<file path="src/hdl/rtprc_pkg.sv">
`timescale 1ns / 1ps
`default_nettype none

package rtprc_pkg;

    // Datagram size limit; bytes beyond it are dropped as if truncated.
    localparam int MAX_PACKET_BYTES = 1500;
    localparam int CNT_W            = $clog2(MAX_PACKET_BYTES + 1);
    localparam int SIZE_W           = 19;
    localparam int NUM_RECV         = 4;
    localparam int CFG_IDX_W        = 3;

    typedef logic [CNT_W-1:0] cnt_t;

    // Configuration register indexes
    localparam logic [CFG_IDX_W-1:0] CFG_SSRC_0 = 3'd0;
    localparam logic [CFG_IDX_W-1:0] CFG_SSRC_1 = 3'd1;
    localparam logic [CFG_IDX_W-1:0] CFG_SSRC_2 = 3'd2;
    localparam logic [CFG_IDX_W-1:0] CFG_SSRC_3 = 3'd3;
    localparam logic [CFG_IDX_W-1:0] CFG_FLAGS  = 3'd4;

    // Record kinds
    localparam logic KIND_APP     = 1'b0;
    localparam logic KIND_VERDICT = 1'b1;

    // Header constants
    localparam logic [7:0] TYPE_SR         = 8'd200;
    localparam logic [7:0] TYPE_RR         = 8'd201;
    localparam logic [7:0] TYPE_SDES       = 8'd202;
    localparam logic [7:0] TYPE_APP        = 8'd204;
    localparam logic [6:0] RTP_PT_LOW_MAX  = 7'd34;
    localparam logic [6:0] RTP_PT_HIGH_MIN = 7'd96;
    localparam logic [1:0] RTP_VERSION     = 2'd2;
    localparam int         MIN_DGRAM_BYTES = 12;
    localparam int         MIN_APP_BYTES   = 24;

    typedef enum logic [1:0] {
        CLASS_SMALL   = 2'd0,
        CLASS_RTP     = 2'd1,
        CLASS_RTCP    = 2'd2,
        CLASS_UNKNOWN = 2'd3
    } pkt_class_t;

    typedef struct packed {
        logic [NUM_RECV-1:0][31:0] ssrc;
        logic [NUM_RECV-1:0]       valid;
        logic [NUM_RECV-1:0]       is_rtcp;
    } recv_cfg_t;

    typedef struct packed {
        logic       record_kind;
        pkt_class_t packet_class;
        logic [31:0] stream_ssrc;
        logic       receiver_found;
        logic [1:0] receiver_index;
        logic [4:0] app_subtype;
        logic [31:0] app_sender_ssrc;
        logic [31:0] app_name;
        logic [31:0] app_target_ssrc;
        logic [31:0] app_timestamp;
        logic       last_of_run;
    } rec_t;

    function automatic logic is_rtp_type(input logic [7:0] t);
        return (t[6:0] <= RTP_PT_LOW_MAX) || (t[6:0] >= RTP_PT_HIGH_MIN);
    endfunction

    function automatic logic is_rtcp_type(input logic [7:0] t);
        return (t == TYPE_SR) || (t == TYPE_RR) || (t == TYPE_SDES);
    endfunction

endpackage

`default_nettype wire

</file>
<file path="src/hdl/rtprc_parse.sv">
`timescale 1ns / 1ps
`default_nettype none

module rtprc_parse
    import rtprc_pkg::*;
(
    input  wire logic      clk,
    input  wire logic      rst_n,
    input  wire logic      step,
    input  wire logic [7:0] data_byte,
    input  wire logic      end_of_datagram,
    input  wire recv_cfg_t recv_cfg,
    output logic [1:0]     res_cnt,
    output rec_t           res0,
    output rec_t           res1
);

    cnt_t              byte_count_reg, byte_count_next;
    logic [7:0]        type_byte_reg, type_byte_next;
    logic [31:0]       header_ssrc_reg, header_ssrc_next;
    logic              walk_active_reg, walk_active_next;
    cnt_t              sub_start_reg, sub_start_next;
    logic [SIZE_W-1:0] sub_size_reg, sub_size_next;
    logic [7:0]        sub_first_reg, sub_first_next;
    logic [7:0]        sub_type_reg, sub_type_next;
    logic [3:0][31:0]  sub_words_reg, sub_words_next;

    cnt_t       pos;
    cnt_t       rel;
    cnt_t       rel_m4;
    logic [1:0] word_sel;
    logic       take;
    logic       walk;
    cnt_t       start;
    logic       app_done;
    logic [16:0] len_words;

    pkt_class_t cls;
    logic [31:0] v_ssrc;
    logic       want_rtcp;
    logic       found;
    logic [1:0] idx;
    rec_t       app_rec;
    rec_t       verdict_rec;

    // Per-byte header capture and compound walk
    always_comb
    begin
        pos              = byte_count_reg;
        take             = (pos < CNT_W'(MAX_PACKET_BYTES));
        byte_count_next  = byte_count_reg;
        type_byte_next   = type_byte_reg;
        header_ssrc_next = header_ssrc_reg;
        walk             = walk_active_reg;
        start            = sub_start_reg;
        sub_size_next    = sub_size_reg;
        sub_first_next   = sub_first_reg;
        sub_type_next    = sub_type_reg;
        sub_words_next   = sub_words_reg;
        rel              = '0;
        rel_m4           = '0;
        word_sel         = '0;
        app_done         = 1'b0;
        len_words        = {1'b0, sub_size_reg[7:0], data_byte} + 17'd1;

        if (take)
        begin
            if (pos == CNT_W'(1))
                type_byte_next = data_byte;
            if ((pos >= CNT_W'(4) && pos <= CNT_W'(7) && is_rtcp_type(type_byte_next)) ||
                (pos >= CNT_W'(8) && pos <= CNT_W'(11) && is_rtp_type(type_byte_next)))
                header_ssrc_next = {header_ssrc_reg[23:0], data_byte};

            if (pos == '0)
            begin
                walk  = 1'b1;
                start = '0;
            end
            rel    = pos - start;
            rel_m4 = rel - CNT_W'(4);
            if (walk)
            begin
                priority if (rel == CNT_W'(0))
                begin
                    sub_first_next = data_byte;
                    sub_size_next  = '0;
                    sub_words_next = '0;
                    walk           = (data_byte[7:6] == RTP_VERSION);
                end
                else if (rel == CNT_W'(1))
                    sub_type_next = data_byte;
                else if (rel == CNT_W'(2))
                    sub_size_next = SIZE_W'(data_byte);
                else if (rel == CNT_W'(3))
                    sub_size_next = {len_words, 2'b00};
                else if (rel <= CNT_W'(19))
                begin
                    word_sel = rel_m4[3:2];
                    sub_words_next[word_sel] = {sub_words_reg[word_sel][23:0], data_byte};
                end
                else
                begin
                    // past the four body words: nothing captured
                end

                // sub-packet completes on this byte
                if (walk && rel >= CNT_W'(3) &&
                    SIZE_W'(rel) == sub_size_next - SIZE_W'(1))
                begin
                    app_done = is_rtcp_type(type_byte_next) &&
                               (sub_type_next == TYPE_APP) &&
                               (sub_size_next >= SIZE_W'(MIN_APP_BYTES));
                    start    = pos + CNT_W'(1);
                end
            end
            byte_count_next = pos + CNT_W'(1);
        end
    end

    // Verdict class and receiver lookup
    always_comb
    begin
        want_rtcp = 1'b0;
        v_ssrc    = '0;
        if (byte_count_next < CNT_W'(MIN_DGRAM_BYTES))
            cls = CLASS_SMALL;
        else if (is_rtp_type(type_byte_next))
            cls = CLASS_RTP;
        else if (is_rtcp_type(type_byte_next))
        begin
            cls       = CLASS_RTCP;
            want_rtcp = 1'b1;
        end
        else
            cls = CLASS_UNKNOWN;

        if (cls == CLASS_RTP || cls == CLASS_RTCP)
            v_ssrc = header_ssrc_next;

        found = 1'b0;
        idx   = '0;
        if (cls == CLASS_RTP || cls == CLASS_RTCP)
        begin
            for (int i = NUM_RECV - 1; i >= 0; i--)
            begin
                if (recv_cfg.valid[i] && (recv_cfg.is_rtcp[i] == want_rtcp) &&
                    (recv_cfg.ssrc[i] == v_ssrc))
                begin
                    found = 1'b1;
                    idx   = 2'(i);
                end
            end
        end
    end

    always_comb
    begin
        app_rec                 = '0;
        app_rec.record_kind     = KIND_APP;
        app_rec.packet_class    = CLASS_RTCP;
        app_rec.app_subtype     = sub_first_next[4:0];
        app_rec.app_sender_ssrc = sub_words_next[0];
        app_rec.app_name        = sub_words_next[1];
        app_rec.app_target_ssrc = sub_words_next[2];
        app_rec.app_timestamp   = sub_words_next[3];
        app_rec.last_of_run     = !end_of_datagram;

        verdict_rec                = '0;
        verdict_rec.record_kind    = KIND_VERDICT;
        verdict_rec.packet_class   = cls;
        verdict_rec.stream_ssrc    = v_ssrc;
        verdict_rec.receiver_found = found;
        verdict_rec.receiver_index = idx;
        verdict_rec.last_of_run    = 1'b1;

        res_cnt = {1'b0, app_done} + {1'b0, end_of_datagram};
        res0    = app_done ? app_rec : verdict_rec;
        res1    = verdict_rec;
    end

    always_ff @(posedge clk or negedge rst_n)
    begin
        if (!rst_n)
        begin
            byte_count_reg  <= '0;
            type_byte_reg   <= '0;
            header_ssrc_reg <= '0;
            walk_active_reg <= 1'b0;
            sub_start_reg   <= '0;
            sub_size_reg    <= '0;
            sub_first_reg   <= '0;
            sub_type_reg    <= '0;
            sub_words_reg   <= '0;
        end
        else if (step)
        begin
            if (end_of_datagram)
            begin
                // datagram done: start clean
                byte_count_reg  <= '0;
                type_byte_reg   <= '0;
                header_ssrc_reg <= '0;
                walk_active_reg <= 1'b0;
                sub_start_reg   <= '0;
                sub_size_reg    <= '0;
                sub_first_reg   <= '0;
                sub_type_reg    <= '0;
                sub_words_reg   <= '0;
            end
            else
            begin
                byte_count_reg  <= byte_count_next;
                type_byte_reg   <= type_byte_next;
                header_ssrc_reg <= header_ssrc_next;
                walk_active_reg <= walk_active_next;
                sub_start_reg   <= sub_start_next;
                sub_size_reg    <= sub_size_next;
                sub_first_reg   <= sub_first_next;
                sub_type_reg    <= sub_type_next;
                sub_words_reg   <= sub_words_next;
            end
        end
    end

    assign walk_active_next = take ? walk : walk_active_reg;
    assign sub_start_next   = take ? start : sub_start_reg;

endmodule

`default_nettype wire

</file>
<file path="src/hdl/rtprc_outq.sv">
`timescale 1ns / 1ps
`default_nettype none

// Two-entry result queue; takes up to two records per cycle.
module rtprc_outq
    import rtprc_pkg::*;
(
    input  wire logic      clk,
    input  wire logic      rst_n,
    input  wire logic [1:0] push_cnt,
    input  wire rec_t      push0,
    input  wire rec_t      push1,
    output logic [1:0]     free_cnt,
    output logic           head_valid,
    input  wire logic      head_ready,
    output rec_t           head
);

    rec_t       q_reg [2];
    logic [1:0] count_reg, count_next;
    logic       rd_ptr_reg, rd_ptr_next;
    logic       wr_ptr_reg, wr_ptr_next;
    logic       pop;

    assign head_valid = (count_reg != 2'd0);
    assign head       = q_reg[rd_ptr_reg];
    assign pop        = head_valid && head_ready;
    assign free_cnt   = 2'd2 - count_reg;

    always_comb
    begin
        count_next  = count_reg + push_cnt - {1'b0, pop};
        rd_ptr_next = rd_ptr_reg ^ pop;
        wr_ptr_next = wr_ptr_reg ^ push_cnt[0];
    end

    always_ff @(posedge clk or negedge rst_n)
    begin
        if (!rst_n)
        begin
            count_reg  <= '0;
            rd_ptr_reg <= 1'b0;
            wr_ptr_reg <= 1'b0;
        end
        else
        begin
            count_reg  <= count_next;
            rd_ptr_reg <= rd_ptr_next;
            wr_ptr_reg <= wr_ptr_next;
        end
    end

    always_ff @(posedge clk)
    begin
        if (push_cnt != 2'd0)
            q_reg[wr_ptr_reg] <= push0;
        if (push_cnt == 2'd2)
            q_reg[!wr_ptr_reg] <= push1;
    end

endmodule

`default_nettype wire

</file>
<file path="src/hdl/rtp_rtcp_packet_classifier.sv">
// RTP/RTCP datagram classifier.
// Input stream (s_*): one datagram byte per request, s_tlast on the final byte.
// Output stream (m_*): result records. m_tuser is the record kind (APP record
// or datagram verdict), m_tlast marks the last record caused by one byte.
// Every datagram yields one verdict on its final byte; each complete RTCP APP
// sub-packet yields an APP record on the byte that completes it, ahead of
// the verdict when both fall on the same byte.
// Config (cfg_*): index 0..3 receiver SSRCs, index 4 flags (valid bits 3:0,
// RTCP-kind bits 7:4). Write only while the block is idle; cfg_ready is
// always high.
// A byte lands in the input register, is classified combinationally there,
// and its records are written into the result queue that drives m_*.
// Throughput: one byte per cycle while the result queue has room for its
// records; a byte that produces two records needs an empty two-entry result
// queue, which can hold the input even when the output drains at full rate.
// A stalled receiver fills the result queue, then the input register, and
// s_tready drops. Reset clears the datagram state, the queue and all config.
`timescale 1ns / 1ps
`default_nettype none

module rtp_rtcp_packet_classifier
    import rtprc_pkg::*;
(
    input  wire logic           clk,
    input  wire logic           rst_n,
    // input bytes
    input  wire logic           s_tvalid,
    output logic                s_tready,
    input  wire logic [7:0]     s_tdata,   // [7:0] data_byte
    input  wire logic           s_tlast,   // end_of_datagram
    // result records
    output logic                m_tvalid,
    input  wire logic           m_tready,
    // [1:0] packet_class, [33:2] stream_ssrc, [34] receiver_found,
    // [36:35] receiver_index, [41:37] app_subtype, [73:42] app_sender_ssrc,
    // [105:74] app_name, [137:106] app_target_ssrc, [169:138] app_timestamp,
    // [175:170] zero
    output logic [175:0]        m_tdata,
    output logic [0:0]          m_tuser,   // [0] record_kind
    output logic                m_tlast,   // last_of_run
    // configuration writes
    input  wire logic           cfg_valid,
    output logic                cfg_ready,
    input  wire logic [CFG_IDX_W-1:0] cfg_index,
    input  wire logic [31:0]    cfg_data
);

    // Input register
    logic       in_valid_reg, in_valid_next;
    logic [7:0] in_byte_reg;
    logic       in_last_reg;
    logic       s_accept;
    logic       advance;

    // Receiver table
    logic [NUM_RECV-1:0][31:0] recv_ssrc_reg;
    logic [7:0]                recv_flags_reg;
    recv_cfg_t                 recv_cfg;

    logic [1:0] res_cnt;
    rec_t       res0;
    rec_t       res1;
    logic [1:0] free_cnt;
    rec_t       head;

    assign cfg_ready = 1'b1;

    always_ff @(posedge clk or negedge rst_n)
    begin
        if (!rst_n)
        begin
            recv_ssrc_reg  <= '0;
            recv_flags_reg <= '0;
        end
        else if (cfg_valid)
        begin
            unique case (cfg_index)
                CFG_SSRC_0: recv_ssrc_reg[0] <= cfg_data;
                CFG_SSRC_1: recv_ssrc_reg[1] <= cfg_data;
                CFG_SSRC_2: recv_ssrc_reg[2] <= cfg_data;
                CFG_SSRC_3: recv_ssrc_reg[3] <= cfg_data;
                CFG_FLAGS:  recv_flags_reg   <= cfg_data[7:0];
                default:    ;  // unmapped index, ignored
            endcase
        end
    end

    assign recv_cfg.ssrc    = recv_ssrc_reg;
    assign recv_cfg.valid   = recv_flags_reg[3:0];
    assign recv_cfg.is_rtcp = recv_flags_reg[7:4];

    // Byte moves on only when the queue has room for all its records;
    // s_tready does not look at m_tready.
    assign advance  = in_valid_reg && (res_cnt <= free_cnt);
    assign s_tready = !in_valid_reg || advance;
    assign s_accept = s_tvalid && s_tready;

    always_comb
    begin
        if (s_accept)
            in_valid_next = 1'b1;
        else if (advance)
            in_valid_next = 1'b0;
        else
            in_valid_next = in_valid_reg;
    end

    always_ff @(posedge clk or negedge rst_n)
    begin
        if (!rst_n)
            in_valid_reg <= 1'b0;
        else
            in_valid_reg <= in_valid_next;
    end

    always_ff @(posedge clk)
    begin
        if (s_accept)
        begin
            in_byte_reg <= s_tdata;
            in_last_reg <= s_tlast;
        end
    end

    rtprc_parse u_parse (
        .clk             (clk),
        .rst_n           (rst_n),
        .step            (advance),
        .data_byte       (in_byte_reg),
        .end_of_datagram (in_last_reg),
        .recv_cfg        (recv_cfg),
        .res_cnt         (res_cnt),
        .res0            (res0),
        .res1            (res1)
    );

    rtprc_outq u_outq (
        .clk        (clk),
        .rst_n      (rst_n),
        .push_cnt   (advance ? res_cnt : 2'd0),
        .push0      (res0),
        .push1      (res1),
        .free_cnt   (free_cnt),
        .head_valid (m_tvalid),
        .head_ready (m_tready),
        .head       (head)
    );

    assign m_tdata = {6'd0,
                      head.app_timestamp,
                      head.app_target_ssrc,
                      head.app_name,
                      head.app_sender_ssrc,
                      head.app_subtype,
                      head.receiver_index,
                      head.receiver_found,
                      head.stream_ssrc,
                      head.packet_class};
    assign m_tuser = head.record_kind;
    assign m_tlast = head.last_of_run;

endmodule

`default_nettype wire
</file>
<file path="config.mk">
export PLATFORM = sky130hd
export DESIGN_NAME = rtp_rtcp_packet_classifier
export DESIGN_NICKNAME = d
export VERILOG_FILES = /design/src/hdl/rtprc_pkg.sv /design/src/hdl/rtprc_parse.sv /design/src/hdl/rtprc_outq.sv /design/src/hdl/rtp_rtcp_packet_classifier.sv
export SDC_FILE = /design/constraint.sdc
export NUM_CORES = 2
export LEC_CHECK = 0
export BUFFER_PORTS_ARGS = -buffer_cell sky130_fd_sc_hd__buf_4
export CAP_MARGIN = 20
export CORE_UTILIZATION = 35
export DETAILED_ROUTE_END_ITERATION = 16
export PLACE_DENSITY = 0.59
export SLEW_MARGIN = 25
export SYNTH_ARGS = -nofsm -noshare
export SYNTH_HDL_FRONTEND = slang
export SYNTH_SLANG_ARGS = --single-unit
</file>
<file path="constraint.sdc">
create_clock -name clk -period 11.5 [get_ports clk]
set_clock_uncertainty 0.1 [all_clocks]
set_input_delay 1.725 -clock clk [delete_from_list [all_inputs] [get_ports clk]]
set_output_delay 1.725 -clock clk [all_outputs]
set_load 0.005 [all_outputs]
</file>
Yosys cells after proc, flatten, opt, wreduce, memory -nomap -nowiden
Memories as Yosys holds them, arrays and structs flattened.
Index checks and enable logic that the tools add are counted.
- memory bits (writable): 344
- logic and storage cells: 210
- input port bits: 49
- output and inout bits: 181
- memories: 1
- register bits after elaboration: 373
- memory list (name ; words ; bits a word ; read ports ; clocked after Yosys merged registers in ; wr ports ; RTL line ; source):
    u_outq.q_reg ; 2 ; 172 ; 1 ; 0 ; 2 ; rtprc_outq.sv:19 ; rec_t q_reg [2];
- eq/ne operators: 28
- bitwise logic cells: 2
- reduce and logical (&&, ||, !) cells: 47
- $add $sub $neg: 9
- $lt $le $gt $ge: 16
- multiplexer cells: 84
- operators with widths (cell ; number):
    two-way mux 128 bit ; 8
    two-way mux 172 bit ; 1
    two-way mux 19 bit ; 9
    two-way mux 32 bit ; 5
    bitwise mux 128 bit ; 1
    == test 32 bit ; 4
    two-way mux 11 bit ; 8
    two-way mux 8 bit ; 11
    binary-select mux 32 bit (select 2 bit) ; 1
    demux 32 bit (select 2 bit) ; 1
    == test 8 bit (second input constant) ; 7
    two-way mux 1 bit ; 26
    two-way mux 24 bit ; 1
    == test 11 x 1 -> 1 bit (second input constant) ; 2
    == test 11 x 2 -> 1 bit (second input constant) ; 2
    logical NOT 11 bit ; 2
    logical AND 1 bit ; 20
    two-way mux 5 bit ; 4
    == test 11 x 19 -> 1 bit ; 1
    >= comparator 19 x 5 -> 1 bit (second input constant) ; 1
    subtractor 19 x 1 -> 19 bit (second input constant) ; 1
    adder 16 x 1 -> 17 bit (second input constant) ; 1
    two-way mux 2 bit ; 8
    >= comparator 7 bit (second input constant) ; 2
    32 further kinds ; 59

Logic depth before layout (Yosys ltp)
- depth after elaboration: 24
- gate-level depth with buffers: 44
- gate-level depth less buffers: 38

Hierarchy
Synthesis repeated with hierarchy kept, for this count alone.
- cell total of the unflattened synthesis: 3541
- area total of the unflattened synthesis: 42258.0 sq um
- by module, submodules not included (module ; sequential area each (sq um) ; cells an instance ; instances ; area each (sq um)):
    rtprc_parse ; 5580.4 ; 2273 ; 1 ; 19596.3
    rtprc_outq ; 10430.0 ; 943 ; 1 ; 17097.6
    rtp_rtcp_packet_classifier ; 3698.5 ; 325 ; 1 ; 5564.1

Worst setup path before layout
Ideal clock, no wire load.
- path kind: register to register
- from: reg u_parse.byte_count_reg[6]
- to: mem u_outq.q_reg[0][154] in the netlist's numbering (data pin)
- cell stages (with the launch flop): 42
- buffers on the path: 8
- required time: 11.238 ns
- setup slack: 1.794 ns
- arrival: 9.443 ns
- period minus slack after synthesis: 9.706 ns
- library setup time: 0.162 ns
- path through: dfrtp_1 buf_2 or4_4 nor3_4 nand3_1 clkbuf_1 and2_1 ha_1 fa_1 nand2b_1 a211oi_1 nor3_1 o211ai_1 or2_2 buf_1 nor3_4 buf_4 buf_2 [... 6 more ...] a2111oi_2 nand4_1 nor4_2 nand4_1 nor2_1 ha_1 ha_1 nor2b_1 o21ai_0 and2_1 clkbuf_1 o21ai_0 nand2b_1 clkbuf_1 inv_1 nand2_1 clkbuf_1 nor3_1
- RTL lines (what ; RTL line ; source):
    start: declaration ; rtprc_parse.sv:18 ; cnt_t byte_count_reg, byte_count_next;
    start signal: assignment ; rtprc_parse.sv:212 ; byte_count_reg <= byte_count_next;
    end: declaration ; rtprc_outq.sv:19 ;

Worst setup path in the final report
- from: reg u_parse.byte_count_reg[6]
- to: out s_tready
- cells in the longest elaborated chain, start to end: 21
- elaborated cells on any way between the ends: 48
- those cells by class: 3 x add/sub; 4 x order compare; 9 x eq/ne; 22 x mux; 10 x reduce/logical
- RTL lines (what ; RTL line ; source):
    logical NOT 11 bit ; rtprc_parse.sv:74 ; if (pos == '0)
    two-way mux 11 bit ; rtprc_parse.sv:74 ;
    two-way mux 11 bit ; rtprc_parse.sv:66 ; if (take)
    subtractor 11 bit ; rtprc_parse.sv:79 ; rel = pos - start;
    == test 11 x 2 -> 1 bit ; rtprc_parse.sv:94 ; else if (rel == CNT_W'(3))
    two-way mux 19 bit ; rtprc_parse.sv:94 ;
    two-way mux 19 bit ; rtprc_parse.sv:92 ; else if (rel == CNT_W'(2))
    two-way mux 19 bit ; rtprc_parse.sv:90 ; else if (rel == CNT_W'(1))
    [... 5 more ...] ; n/a ;
    logical AND 1 bit ; rtprc_parse.sv:107 ; if (walk && rel >= CNT_W'(3) &&
    two-way mux 1 bit ; rtprc_parse.sv:107 ;
    two-way mux 1 bit ; rtprc_parse.sv:81 ; if (walk)
    two-way mux 1 bit (*) ; rtprc_parse.sv:66 ;
    adder 1 x 1 -> 2 bit (*) ; rtprc_parse.sv:176 ; res_cnt = {1'b0, app_done} + {1'b0, end_of_datagram};
    less-or-equal comparator 2 bit (*) ; rtp_rtcp_packet_classifier.sv:94 ; assign advance = in_valid_reg && (res_cnt <= free_cnt);
    logical AND 1 bit (*) ; rtp_rtcp_packet_classifier.sv:94 ;
    logical OR 1 bit (*) ; rtp_rtcp_packet_classifier.sv:95 ; assign s_tready = !in_valid_reg || advance;
    end: declaration ; rtp_rtcp_packet_classifier.sv:28 ; output logic s_tready,
Every way passes the cells marked *; elsewhere a longest branch is shown, timed or not. The select of a mux whose other input is x is not followed.

==> metrics.yaml <==
status: "completed"
yosys_most_used_dff: "dfrtp_1"
critPathCaptureType: "primary output"
wirelength_met1_um: 58700
largest_register_ffs: 344
critPathLaunchType: "flop"
drc: 0
hold_buffers: 0
worst-r2r-setup-slack_ns: 1.32
gp_congestion: 0.968
path_common_cell: "ha_1"
die-area_sq_mm: 0.103
rr_endpoint: "u_parse.sub_type_reg[1]$_DFFE_PN0P_"
power_density_mw_per_mm2: 225
area_growth_syn_to_layout_pct: 16.8
stdcell_count: 5227
routed_wl_um: 129000
grt_pass1_vias: 28600
n_fill_cell: 9895
ioPinCount: 230
p_leak_nw: 16.0
worstPathArrival_ns: 8.99
async_flop_share_pct: 50.8
slew_headroom_pct: 24.6
top_layer_used: "met5"
crit_family: "simple AND/OR/NAND/NOR gates"
max_stage_delay_ns: 0.61
max_freq_mhz: 92.4
grt-ovfl-total: 0
ys_seq_area_share_pct: 47.8
synthCells: 3687
drive_gt1_share_pct: 21.6
avgSynthCellArea_sq_um: 9.65
initial_core_util_pct: 35.4
worstHoldPathType: "flop to flop"
critPathBufInv: 3
via_per_inst: 5.82
grt_setup_unrepaired: "false"
portBuffers: 222
die_h_um: 321
rows: 116
min_from: "u_outq.q_reg[0][97]$_SDFFE_PP0P_"
netlist_area_sq_mm: 0.0356
cts_inserted_buffers: 82
ctsLongestPathBuffers: 3
critical_path_class: "flop to primary output"
wl_met2_um: 54700
antenna_left: 0
cts_sinks: 717
post-route-period-util_pct: 94.1
nets: 3875
hold_viol_final: 0
final.setup.tns_ns: 0
yosysWarningCount: 0
antenna_found_initial: 3
core_area_sq_mm: 0.100
setup_viol: 0
r2r_cells: 33
cp_max_fo: 11
rr_startpoint: "u_parse.byte_count_reg[6]$_DFFE_PN0N_"
hpwlAfterDp_um: 85900
multi_input_area_sq_mm: 0.0173
grtUsageTotal_pct: 24.6
synth_edf_count: 83
via_count: 30400
worstPathRequired_ns: 9.68
fin_crit_ns: 10.82
grt_max_degree: 151
grt_pass1_wl_um: 192000
holdPathStages: 2
peakVddDrop_mv: 0.335
wl_met3_um: 11300
clk_pin_slew_ns: 0.06
ys_types: 92
die_w_um: 321
maxCapViolations: 0
dpl.cell_count: 5070
slew_viol_final: 0
cts_tree: "yes"
root_buffer: "clkbuf_16"
regArea_sq_mm: 0.0170
holdPathEnd: "u_outq.q_reg[0][97]$_SDFFE_PP0P_"
drt_pre_antenna_iters: 5
ys_seq_elements: 717
insertion_delay_ns: 0.68
critPathSlowestCell: "or4_4"
wl_per_cell_um: 24.7
cts.htree.levels: 3
drt_iter0_markers: 3312
worst_pin_slew_ns: 1.10
==> layout by cell type (no fill, tap or decap), types with 11 or more instances in the layout <==
master and instances:
xor2_1 53, and3_1 41, o21ai_0 389, nand2b_1 17
dfrtp_1 363, clkinv_2 14, o31ai_1 17, nand3b_1 11
nand4_1 25, nand3_1 45, a22oi_1 117, a21oi_1 96
dfxtp_1 270, nor3_1 202, ha_1 25, mux4_2 24
a22o_1 33, xnor2_1 40, clkbuf_8 11, clkbuf_1 18
clkbuf_16 83, o22ai_1 55, nor4_1 26, nor4b_1 19
a32oi_1 27, mux2i_1 43, nand2_1 547, nor2_1 92
o21ai_1 103, inv_1 58, a31oi_1 34, mux2_2 308
edfxtp_1 83, buf_4 305
==> stage by stage <==
step | total power, mW | setup slack (ns) | hold slack [ns] | util [%] | cell area (sq um)
floorplan | 5.22 | 1.79 | 0.320 | - | 35600
global placement | 6.51 | 0.918 | 0.329 | 38.4 | 38600
detailed placement | 6.51 | 0.743 | 0.336 | 38.4 | 38600
CTS | 9.31 | 0.136 | 0.347 | 41.3 | 41500
global route | 9.73 | 0.166 | 0.362 | 41.4 | 41600
finish | 9.35 | 0.681 | 0.345 | 41.4 | 41600
==> tightest hold or removal path: stages (launching register included) <==
cell	delay, ns
dfxtp_1	0.30
nand2_1	0.05
o21ai_1	0.05
==> layer usage <==
metal,vias to the layer above,GRT usage [%]
li1,13700,-
met1,15200,35.8
met2,1328,35.4
met3,239,5.58
met4,4,8.94
met5,-,0
==> cell families after synthesis <==
family,count (synthesis),share of synthesized area (%)
other,2,0.0211
and+or+nand+nor,1119,14.8
adders and majority gates,26,0.936
DFF,717,47.8
xor gates and xnor gates,94,2.31
buffers and inverters,348,4.09
muxes,385,12.8
AOI/OAI and AO/OA,996,17.3
==> worst max path at each step <==
stage / from / to / slack [ns] / cells past startpoint
2_1_floorplan: u_parse.byte_count_reg[6]$_DFFE_PN0N_ / u_outq.q_reg[0][154]$_DFFE_PP_ / 1.79 / 41
3_3_place_gp: u_parse.byte_count_reg[6]$_DFFE_PN0N_ / s_tready / 0.92 / 29
3_5_place_dp: u_parse.byte_count_reg[6]$_DFFE_PN0N_ / s_tready / 0.74 / 29
4_1_cts: u_parse.byte_count_reg[6]$_DFFE_PN0N_ / s_tready / 0.14 / 29
5_1_grt: u_parse.byte_count_reg[6]$_DFFE_PN0N_ / s_tready / 0.17 / 29
6_report: u_parse.byte_count_reg[6]$_DFFE_PN0N_ / s_tready / 0.68 / 29
==> repair_timing <==
item	in CTS	in global routing
buffers inserted	0	2
pin swaps	0	1
setup endpoints to repair	1	9
resized for setup	1	3
==> where the power goes <==
group / leakage (nW) / switching, mW / internal (mW)
logic: 6.87 / 2.42 / 1.03
registers: 7.76 / 0.276 / 2.82
clock network: 1.41 / 1.15 / 1.65
total: 16.0 / 3.85 / 5.49
==> Yosys cell counts (33+ instances only) <==
cell type | instances | area share [%]
o21ai_0 | 390 | 5.5
xor2_1 | 54 | 1.3
nor2_1 | 94 | 0.99
dfxtp_1 | 270 | 15
dfrtp_1 | 364 | 26
mux2i_1 | 49 | 1.4
clkbuf_1 | 238 | 2.5
a31oi_1 | 34 | 0.60
nand2_1 | 551 | 5.8
a21oi_1 | 96 | 1.4
nand3_1 | 46 | 0.65
inv_1 | 61 | 0.64
mux2_2 | 308 | 9.8
edfxtp_1 | 83 | 7.0
a22oi_1 | 117 | 2.5
and3_1 | 41 | 0.72
xnor2_1 | 40 | 0.99
nor3_1 | 207 | 2.9
a22o_1 | 33 | 0.81
o22ai_1 | 55 | 0.97
o21ai_1 | 103 | 1.4
==> final cells by class <==
type                            count  share of cell area, %
Multi-Input combinational cell   2627                   41.7
Clock inverter                     41                   1.42
Sequential cell                   717                   40.9
Inverter                           61                  0.551
Antenna cell                        1                0.00602
Timing Repair Buffer              311                   5.81
Clock buffer                      112                   5.53
Tap cell                         1357                   4.09
Power figures use the tool's default switching activity.
